==> src/rtl/core/asid_pkg.sv <==
// Shared types, field widths and codes of the array search, insert and delete block.
package asid_pkg;

    localparam int CAPACITY_DEF = 16;
    localparam int TBL_AW       = 8;   // table address field, wide enough for the largest table
    localparam int DATA_W       = 32;
    localparam int CMD_W        = 2;
    localparam int POS_W        = 5;
    localparam int MIDX_W       = 4;
    localparam int CNT_W        = 5;
    localparam int STAT_W       = 2;

    localparam logic [CMD_W-1:0] CMD_SEARCH = 2'd0;
    localparam logic [CMD_W-1:0] CMD_INSERT = 2'd1;
    localparam logic [CMD_W-1:0] CMD_DELETE = 2'd2;

    localparam logic [STAT_W-1:0] ST_DONE     = 2'd0;
    localparam logic [STAT_W-1:0] ST_NOTFOUND = 2'd1;
    localparam logic [STAT_W-1:0] ST_BADPOS   = 2'd2;
    localparam logic [STAT_W-1:0] ST_FULL     = 2'd3;

    typedef struct packed {
        logic [CMD_W-1:0]         command;
        logic [POS_W-1:0]         position;
        logic signed [DATA_W-1:0] value;
    } t_in_beat;

    typedef struct packed {
        logic                     found;
        logic [MIDX_W-1:0]        match_index;
        logic [CNT_W-1:0]         used_count;
        logic [STAT_W-1:0]        status;
    } t_out_beat;

    typedef struct packed {
        logic                     we;
        logic [TBL_AW-1:0]        waddr;
        logic [DATA_W-1:0]        wdata;
        logic [TBL_AW-1:0]        raddr;
    } t_tbl_req;

endpackage

==> src/rtl/core/array_search_insert_delete.sv <==
// Top level: sequencer over the entry table for search, insert and delete.
// An item is taken when start is high and busy is low; its result shows on o_res for one
// cycle with o_strobe, which the receiver cannot stall. The table has one read port, one
// write port and one comparator, so work goes one entry per cycle. Search stays busy after
// the accept cycle while it examines the entries up to and including the match
// (all used entries when none matches). Delete searches the same way, then moves each
// entry above the match down by one. Insert at position p moves entries p-1 to t-1 up
// by one, then writes the value at p-1, t being the used count, or capacity minus one
// when the table is full. A search or delete on an empty table, a bad insert position
// and an unknown command finish in the accept cycle; the result follows in the cycle
// after the accept or after the last busy cycle. No clearing pass runs after reset.
module array_search_insert_delete
    import asid_pkg::*;
#(
    parameter int CAPACITY = CAPACITY_DEF
) (
    input  logic      i_clk,
    input  logic      i_rst_n,
    input  logic      start,
    output logic      busy,
    input  t_in_beat  i_beat,
    output logic      o_strobe,
    output t_out_beat o_res
);

    localparam int IW = $clog2(CAPACITY);
    localparam int CW = $clog2(CAPACITY + 1);
    localparam int AW = CW + 2;
    localparam int PW = ((CW > POS_W) ? CW : POS_W) + 1;

    localparam logic [2:0] S_IDLE = 3'd0;
    localparam logic [2:0] S_SRCH = 3'd1;
    localparam logic [2:0] S_DSHF = 3'd2;
    localparam logic [2:0] S_ISHF = 3'd3;
    localparam logic [2:0] S_IWR  = 3'd4;

    logic [2:0]        r_state, n_state;
    logic [CW-1:0]     r_count, n_count;
    logic [CMD_W-1:0]  r_cmd, n_cmd;
    logic [DATA_W-1:0] r_key, n_key;
    logic [IW-1:0]     r_idx, n_idx;
    logic [IW-1:0]     r_hit, n_hit;
    logic [IW-1:0]     r_pm1, n_pm1;
    logic              r_full, n_full;
    logic              r_strobe, n_strobe;
    t_out_beat         r_res, n_res;

    t_tbl_req          tbl_req;
    logic [DATA_W-1:0] tbl_q;
    logic              tbl_eq;

    logic [PW-1:0]     pos_ext;
    logic              bad_pos;
    logic              is_full;
    logic [IW-1:0]     top;
    logic [IW-1:0]     pm1;
    logic [AW-1:0]     idx_ext;
    logic [AW-1:0]     cnt_ext;

    asid_table #(.CAPACITY(CAPACITY)) u_table (
        .i_clk (i_clk),
        .i_req (tbl_req),
        .i_key (r_key),
        .o_q   (tbl_q),
        .o_eq  (tbl_eq)
    );

    assign pos_ext = PW'(i_beat.position);
    assign bad_pos = (pos_ext == '0) || (pos_ext > PW'(r_count) + PW'(1))
                     || (pos_ext > PW'(CAPACITY));
    assign is_full = (r_count == CW'(CAPACITY));
    assign top     = is_full ? IW'(CAPACITY - 1) : IW'(r_count);
    assign pm1     = IW'(pos_ext - PW'(1));
    assign idx_ext = AW'(r_idx);
    assign cnt_ext = AW'(r_count);

    function automatic t_out_beat mk_res(input logic found, input logic [IW-1:0] idx,
                                         input logic [CW-1:0] cnt,
                                         input logic [STAT_W-1:0] st);
        t_out_beat r;
        r.found       = found;
        r.match_index = MIDX_W'(idx);
        r.used_count  = CNT_W'(cnt);
        r.status      = st;
        return r;
    endfunction

    always_comb begin
        n_state  = r_state;
        n_count  = r_count;
        n_cmd    = r_cmd;
        n_key    = r_key;
        n_idx    = r_idx;
        n_hit    = r_hit;
        n_pm1    = r_pm1;
        n_full   = r_full;
        n_strobe = 1'b0;
        n_res    = r_res;
        tbl_req  = '0;

        unique case (r_state)
            S_IDLE: begin
                tbl_req.raddr = (i_beat.command == CMD_INSERT) ? TBL_AW'(top - IW'(1)) : '0;
                if (start) begin
                    n_cmd  = i_beat.command;
                    n_key  = i_beat.value;
                    n_idx  = '0;
                    n_pm1  = pm1;
                    n_full = is_full;
                    priority if (i_beat.command == CMD_SEARCH
                                 || i_beat.command == CMD_DELETE) begin
                        if (r_count == '0) begin
                            n_strobe = 1'b1;
                            n_res    = mk_res(1'b0, '0, r_count, ST_NOTFOUND);
                        end else begin
                            n_state = S_SRCH;
                        end
                    end else if (i_beat.command == CMD_INSERT && !bad_pos) begin
                        n_idx   = top;
                        n_state = (top > pm1) ? S_ISHF : S_IWR;
                    end else begin
                        // bad position or unknown command: nothing changes
                        n_strobe = 1'b1;
                        n_res    = mk_res(1'b0, '0, r_count, ST_BADPOS);
                    end
                end
            end
            S_SRCH: begin
                tbl_req.raddr = TBL_AW'(idx_ext + AW'(1));
                if (tbl_eq) begin
                    n_hit = r_idx;
                    if (r_cmd == CMD_SEARCH) begin
                        n_strobe = 1'b1;
                        n_res    = mk_res(1'b1, r_idx, r_count, ST_DONE);
                        n_state  = S_IDLE;
                    end else if (idx_ext + AW'(1) < cnt_ext) begin
                        n_state = S_DSHF;
                    end else begin
                        n_count  = r_count - CW'(1);
                        n_strobe = 1'b1;
                        n_res    = mk_res(1'b1, r_idx, r_count - CW'(1), ST_DONE);
                        n_state  = S_IDLE;
                    end
                end else if (idx_ext + AW'(1) == cnt_ext) begin
                    n_strobe = 1'b1;
                    n_res    = mk_res(1'b0, '0, r_count, ST_NOTFOUND);
                    n_state  = S_IDLE;
                end else begin
                    n_idx = r_idx + IW'(1);
                end
            end
            S_DSHF: begin
                // move entry idx+1 down to idx
                tbl_req.we    = 1'b1;
                tbl_req.waddr = TBL_AW'(r_idx);
                tbl_req.wdata = tbl_q;
                tbl_req.raddr = TBL_AW'(idx_ext + AW'(2));
                if (idx_ext + AW'(2) < cnt_ext) begin
                    n_idx = r_idx + IW'(1);
                end else begin
                    n_count  = r_count - CW'(1);
                    n_strobe = 1'b1;
                    n_res    = mk_res(1'b1, r_hit, r_count - CW'(1), ST_DONE);
                    n_state  = S_IDLE;
                end
            end
            S_ISHF: begin
                // move entry idx-1 up to idx
                tbl_req.we    = 1'b1;
                tbl_req.waddr = TBL_AW'(r_idx);
                tbl_req.wdata = tbl_q;
                tbl_req.raddr = TBL_AW'(idx_ext - AW'(2));
                if (idx_ext > AW'(r_pm1) + AW'(1)) begin
                    n_idx = r_idx - IW'(1);
                end else begin
                    n_state = S_IWR;
                end
            end
            S_IWR: begin
                tbl_req.we    = 1'b1;
                tbl_req.waddr = TBL_AW'(r_pm1);
                tbl_req.wdata = r_key;
                n_strobe      = 1'b1;
                n_state       = S_IDLE;
                if (r_full) begin
                    n_res = mk_res(1'b0, '0, r_count, ST_FULL);
                end else begin
                    n_count = r_count + CW'(1);
                    n_res   = mk_res(1'b0, '0, r_count + CW'(1), ST_DONE);
                end
            end
            default: begin
                n_state = S_IDLE;
            end
        endcase
    end

    always_ff @(posedge i_clk) begin
        if (!i_rst_n) begin
            r_state  <= S_IDLE;
            r_count  <= '0;
            r_strobe <= 1'b0;
        end else begin
            r_state  <= n_state;
            r_count  <= n_count;
            r_strobe <= n_strobe;
        end
    end

    always_ff @(posedge i_clk) begin
        r_cmd  <= n_cmd;
        r_key  <= n_key;
        r_idx  <= n_idx;
        r_hit  <= n_hit;
        r_pm1  <= n_pm1;
        r_full <= n_full;
        r_res  <= n_res;
    end

    assign busy     = (r_state != S_IDLE);
    assign o_strobe = r_strobe;
    assign o_res    = r_res;

endmodule

==> src/rtl/core/asid_table.sv <==
// Entry memory with one write and one registered read port, plus the shared key comparator.
module asid_table
    import asid_pkg::*;
#(
    parameter int CAPACITY = CAPACITY_DEF
) (
    input  logic              i_clk,
    input  t_tbl_req          i_req,
    input  logic [DATA_W-1:0] i_key,
    output logic [DATA_W-1:0] o_q,
    output logic              o_eq
);

    localparam int IW = $clog2(CAPACITY);

    logic [DATA_W-1:0] r_mem [CAPACITY];
    logic [DATA_W-1:0] r_q;

    always_ff @(posedge i_clk) begin
        if (i_req.we) begin
            r_mem[i_req.waddr[IW-1:0]] <= i_req.wdata;
        end
        r_q <= r_mem[i_req.raddr[IW-1:0]];
    end

    assign o_q  = r_q;
    assign o_eq = (r_q == i_key);

endmodule

==> config.mk <==
export PLATFORM = sky130hd
export DESIGN_NAME = array_search_insert_delete
export DESIGN_NICKNAME = d
export VERILOG_FILES = /design/src/rtl/core/asid_pkg.sv /design/src/rtl/core/array_search_insert_delete.sv /design/src/rtl/core/asid_table.sv
export SDC_FILE = /design/constraint.sdc
export NUM_CORES = 1
export LEC_CHECK = 0
export ABC_AREA = 1
export BUFFER_PORTS_ARGS = -buffer_cell sky130_fd_sc_hd__buf_2
export CAP_MARGIN = 20
export CORE_MARGIN = 2
export CORE_UTILIZATION = 24
export DETAILED_ROUTE_END_ITERATION = 8
export SYNTH_ARGS = -nofsm -noshare
export SYNTH_HDL_FRONTEND = slang
export SYNTH_SLANG_ARGS = --single-unit
==> constraint.sdc <==
create_clock -name i_clk -period 5.9 [get_ports i_clk]
set_input_delay 0 -clock i_clk [delete_from_list [all_inputs] [get_ports i_clk]]
set_output_delay 0 -clock i_clk [all_outputs]
set_load 0.01 [all_outputs]
==> results.json <==
{
  "crit_chain": "inv_2, nand3_2, nand2_4, inv_4, nor2_2, a21oi_4, nand2_8, clkinv_2, buf_4, nand2_1, nand3_1, nand3_1, nand3_1, nand2_1",
  "yosys.area_share.simple_pct": 19.3,
  "area_growth_pct": 16.3,
  "synthesis.instances": 2585,
  "h-tree-depth": 2,
  "synthXorXnorAreaFrac_pct": 0.675,
  "grt_max_degree": 194,
  "start_util_pct": 24.2,
  "crit_type": "reg2reg",
  "switchingPower_w": 0.00823,
  "p_seq_share_pct": 33.6,
  "wl_mm": 74.8,
  "vias_per_cell": 4.47,
  "fp.coreArea_um2": 113000,
  "critPathMaxStageDelay_ns": 0.91,
  "clock_skew_ns": 0.0301,
  "synthMuxAreaShare_pct": 0,
  "drc": 0,
  "yosysWarnings": 0,
  "fin_ws_ns": 2.10,
  "grt_pass1_vias": 17700,
  "cp-start-kind": "register",
  "switching_share_pct": 44.0,
  "die_w_um": 341,
  "vdd_drop_max_v": 0.000486,
  "cpMostUsedCell": "nand3_1",
  "crit_slowest_cell": "buf_4",
  "fin_cells": 4222,
  "dp_slack_ns": 2.16,
  "final.period_utilization_pct": 64.5,
  "slew_headroom_pct": 23.2,
  "cp.arrival_ns": 4.32,
  "synth_top_family_by_area": "simple AND/OR/NAND/NOR gates",
  "synthesis.nets": 2660,
  "firstDrtPassIters": 6,
  "slew_violations": 0,
  "cts_tree": "built",
  "cts_sinks": 612,
  "grt_overflow": 0,
  "yosys.area_share.adder_pct": 1.54,
  "wl_per_cell_um": 17.7,
  "pwr_density_cell_nw_per_um2": 590,
  "grt_pass1_wl_mm": 112,
  "holdBufCountCts": 41,
  "routabilityCongestion": 0.849,
  "yosys_register_bits": 612,
  "fmax_ghz": 0.263,
  "hold_ws_ns": 0.0607,
  "clk_pin_slew_ns": 0.07,
  "fillers": 11600,
  "cts_resized": 0,
  "power.share.clock_pct": 19.9,
  "cap_viol_max_count": 0,
  "grtUsageTotal_pct": 12.6,
  "synth_compound_area_share_pct": 4.54,
  "hold_viol_final": 0,
  "worstPathRequired_ns": 6.42,
  "cp_max_fo": 80,
  "root_buffer": "clkbuf_16",
  "cts_setup_buffers": 0,
  "status": "finished clean",
  "leakage_nw": 12.5,
  "rows": 123,
  "power.total_w": 0.0187,
  "final_cell_mix": "nand2_1, edfxtp_1, inv_1, nand3_1, o211ai_1",
  "antenna_found_initial": 2,
  "mostFrequentLayoutCell": "nand2_1",
  "tns_ns": 0,
  "clock_latency_ns": 0.64,
  "n_antenna_cell": 0,
  "seq_area_um2": 18000,
  "postRouteAntennaNets": 0,
  "clockBufferDepth": 3,
  "vias": 18900,
  "p_int_w": 0.0105,
  "rsz0062_at_grt": "no",
  "drt_iter0_drc": 2181,
  "period_minus_slack_ns": 3.80,
  "setup_viol": 0,
  "ys_seq_area_share_pct": 65.9,
  "die_h_um": 341,
  "syn_area_per_cell_um2": 10.5,
  "combPwrFrac_pct": 46.5,
  "end_kind": "register",
  "io_pins": 56,
  "die_area_um2": 116000,
  "multi_input_area_um2": 7280,
  "syn-cell-area_um2": 27300,
  "place_inst": 4059,
  "drive_gt1_share_pct": 8.67,
  "synth.distinct_cells": 45,
  "hold_path.class": "in2reg",
  "cts_buffers": 58,
  "final_nets": 2751,
  "max_slew.worst_pin.slew_ns": 1.15,
  "hpwl_mm": 41.4,
  "port_buffers": 55
}
==> state kept, by name, indices dropped and copies added, names as in the netlist, 2 cells and up <==
name	flops
r_hit	4
r_cmd	2
r_count	5
r_key	32
u_table.o_q	32
r_pm1	4
r_idx	4
o_res	12
r_state	3
u_table.r_mem	512
==> through the flow <==
stage               util, %  instance area [µm²]
finish                 28.2                31700
global route           28.2                31700
CTS                    28.0                31600
detailed placement     26.0                29300
global placement       26.0                29300
floorplan                 -                27300
==> worst max-delay path: cells and delay by family, from the launching register on <==
family | cells | cell delay (ns)
buf+inv | 4 | 1.75
simple gates | 9 | 1.24
flops | 1 | 0.43
compound gates | 1 | 0.21
==> layer usage <==
layer	vias to the layer above	wire (µm)	GRT usage (%)
met1	9127	34400	18.6
met4	0	1520	3.12
met5	-	0	0
met3	112	6620	2.10
li1	8871	-	-
met2	753	32300	19.0
==> synthesized netlist by cell type, drive strengths merged <==
cell	n	share of area (%)
nand2	665	9.2
edfxtp	571	63
inv	418	5.8
nand3	357	6.6
buf	89	1.8
nor2	72	1.0
o211ai	66	1.8
nand3b	64	1.8
o21ai	57	1.0
dfxtp	41	3.0
ha	32	1.5
clkbuf	30	0.41
o22ai	26	0.60
a21oi	24	0.45
nand4	18	0.41
xnor2	13	0.42
a22o	8	0.26
xor2	8	0.26
a22oi	5	0.14
and2	4	0.092
nor3	4	0.11
a211oi	2	0.055
clkinv	2	0.032
o31ai	2	0.055
or2	2	0.046
a221oi	1	0.032
fa	1	0.073
o2111ai	1	0.032
o21a	1	0.028
o221ai	1	0.032
==> layout make-up <==
class	count	area share, %
Tap cell	1500	5.92
Clock inverter	20	0.694
Timing Repair Buffer	150	3.54
Inverter	420	4.99
Multi-Input combinational cell	1434	23.0
Clock buffer	86	5.23
Sequential cell	612	56.7
==> kinds of logic (layout without fill, tap and decap cells) <==
logic type,Yosys count,count (layout)
AO/OA/AOI/OAI,194,194
buffers and inverters,539,676
flip-flops,612,612
adder cells (fa/ha/maj),33,33
XOR/XNOR,21,21
AND/OR/NAND/NOR,1186,1186
==> final timing paths <==
path	startpoint	endpoint	slack [ns]	cells after the start
hold reg to reg	r_hit[3]$_DFFE_PP_	o_res[10]$_DFFE_PP_	0.54	2
hold / removal	i_beat[12]	r_key[12]$_DFFE_PP_	0.06	2
setup reg to reg	r_state[2]$_SDFFE_PN0P_	u_table.o_q[22]$_DFF_P_	2.10	14
setup / recovery	r_state[2]$_SDFFE_PN0P_	u_table.o_q[22]$_DFF_P_	2.10	14
==> power groups by stage <==
stage / clock network [W] / logic, W / registers (W)
6_report: 0.00372 / 0.00869 / 0.00629
2_1_floorplan: 0 / 0.00597 / 0.00627
4_1_cts: 0.00378 / 0.00859 / 0.00629
3_3_place_gp: 0 / 0.00841 / 0.00638
3_5_place_dp: 0 / 0.00854 / 0.00638
5_1_grt: 0.00393 / 0.00969 / 0.00634
Power figures use the tool's default switching activity.
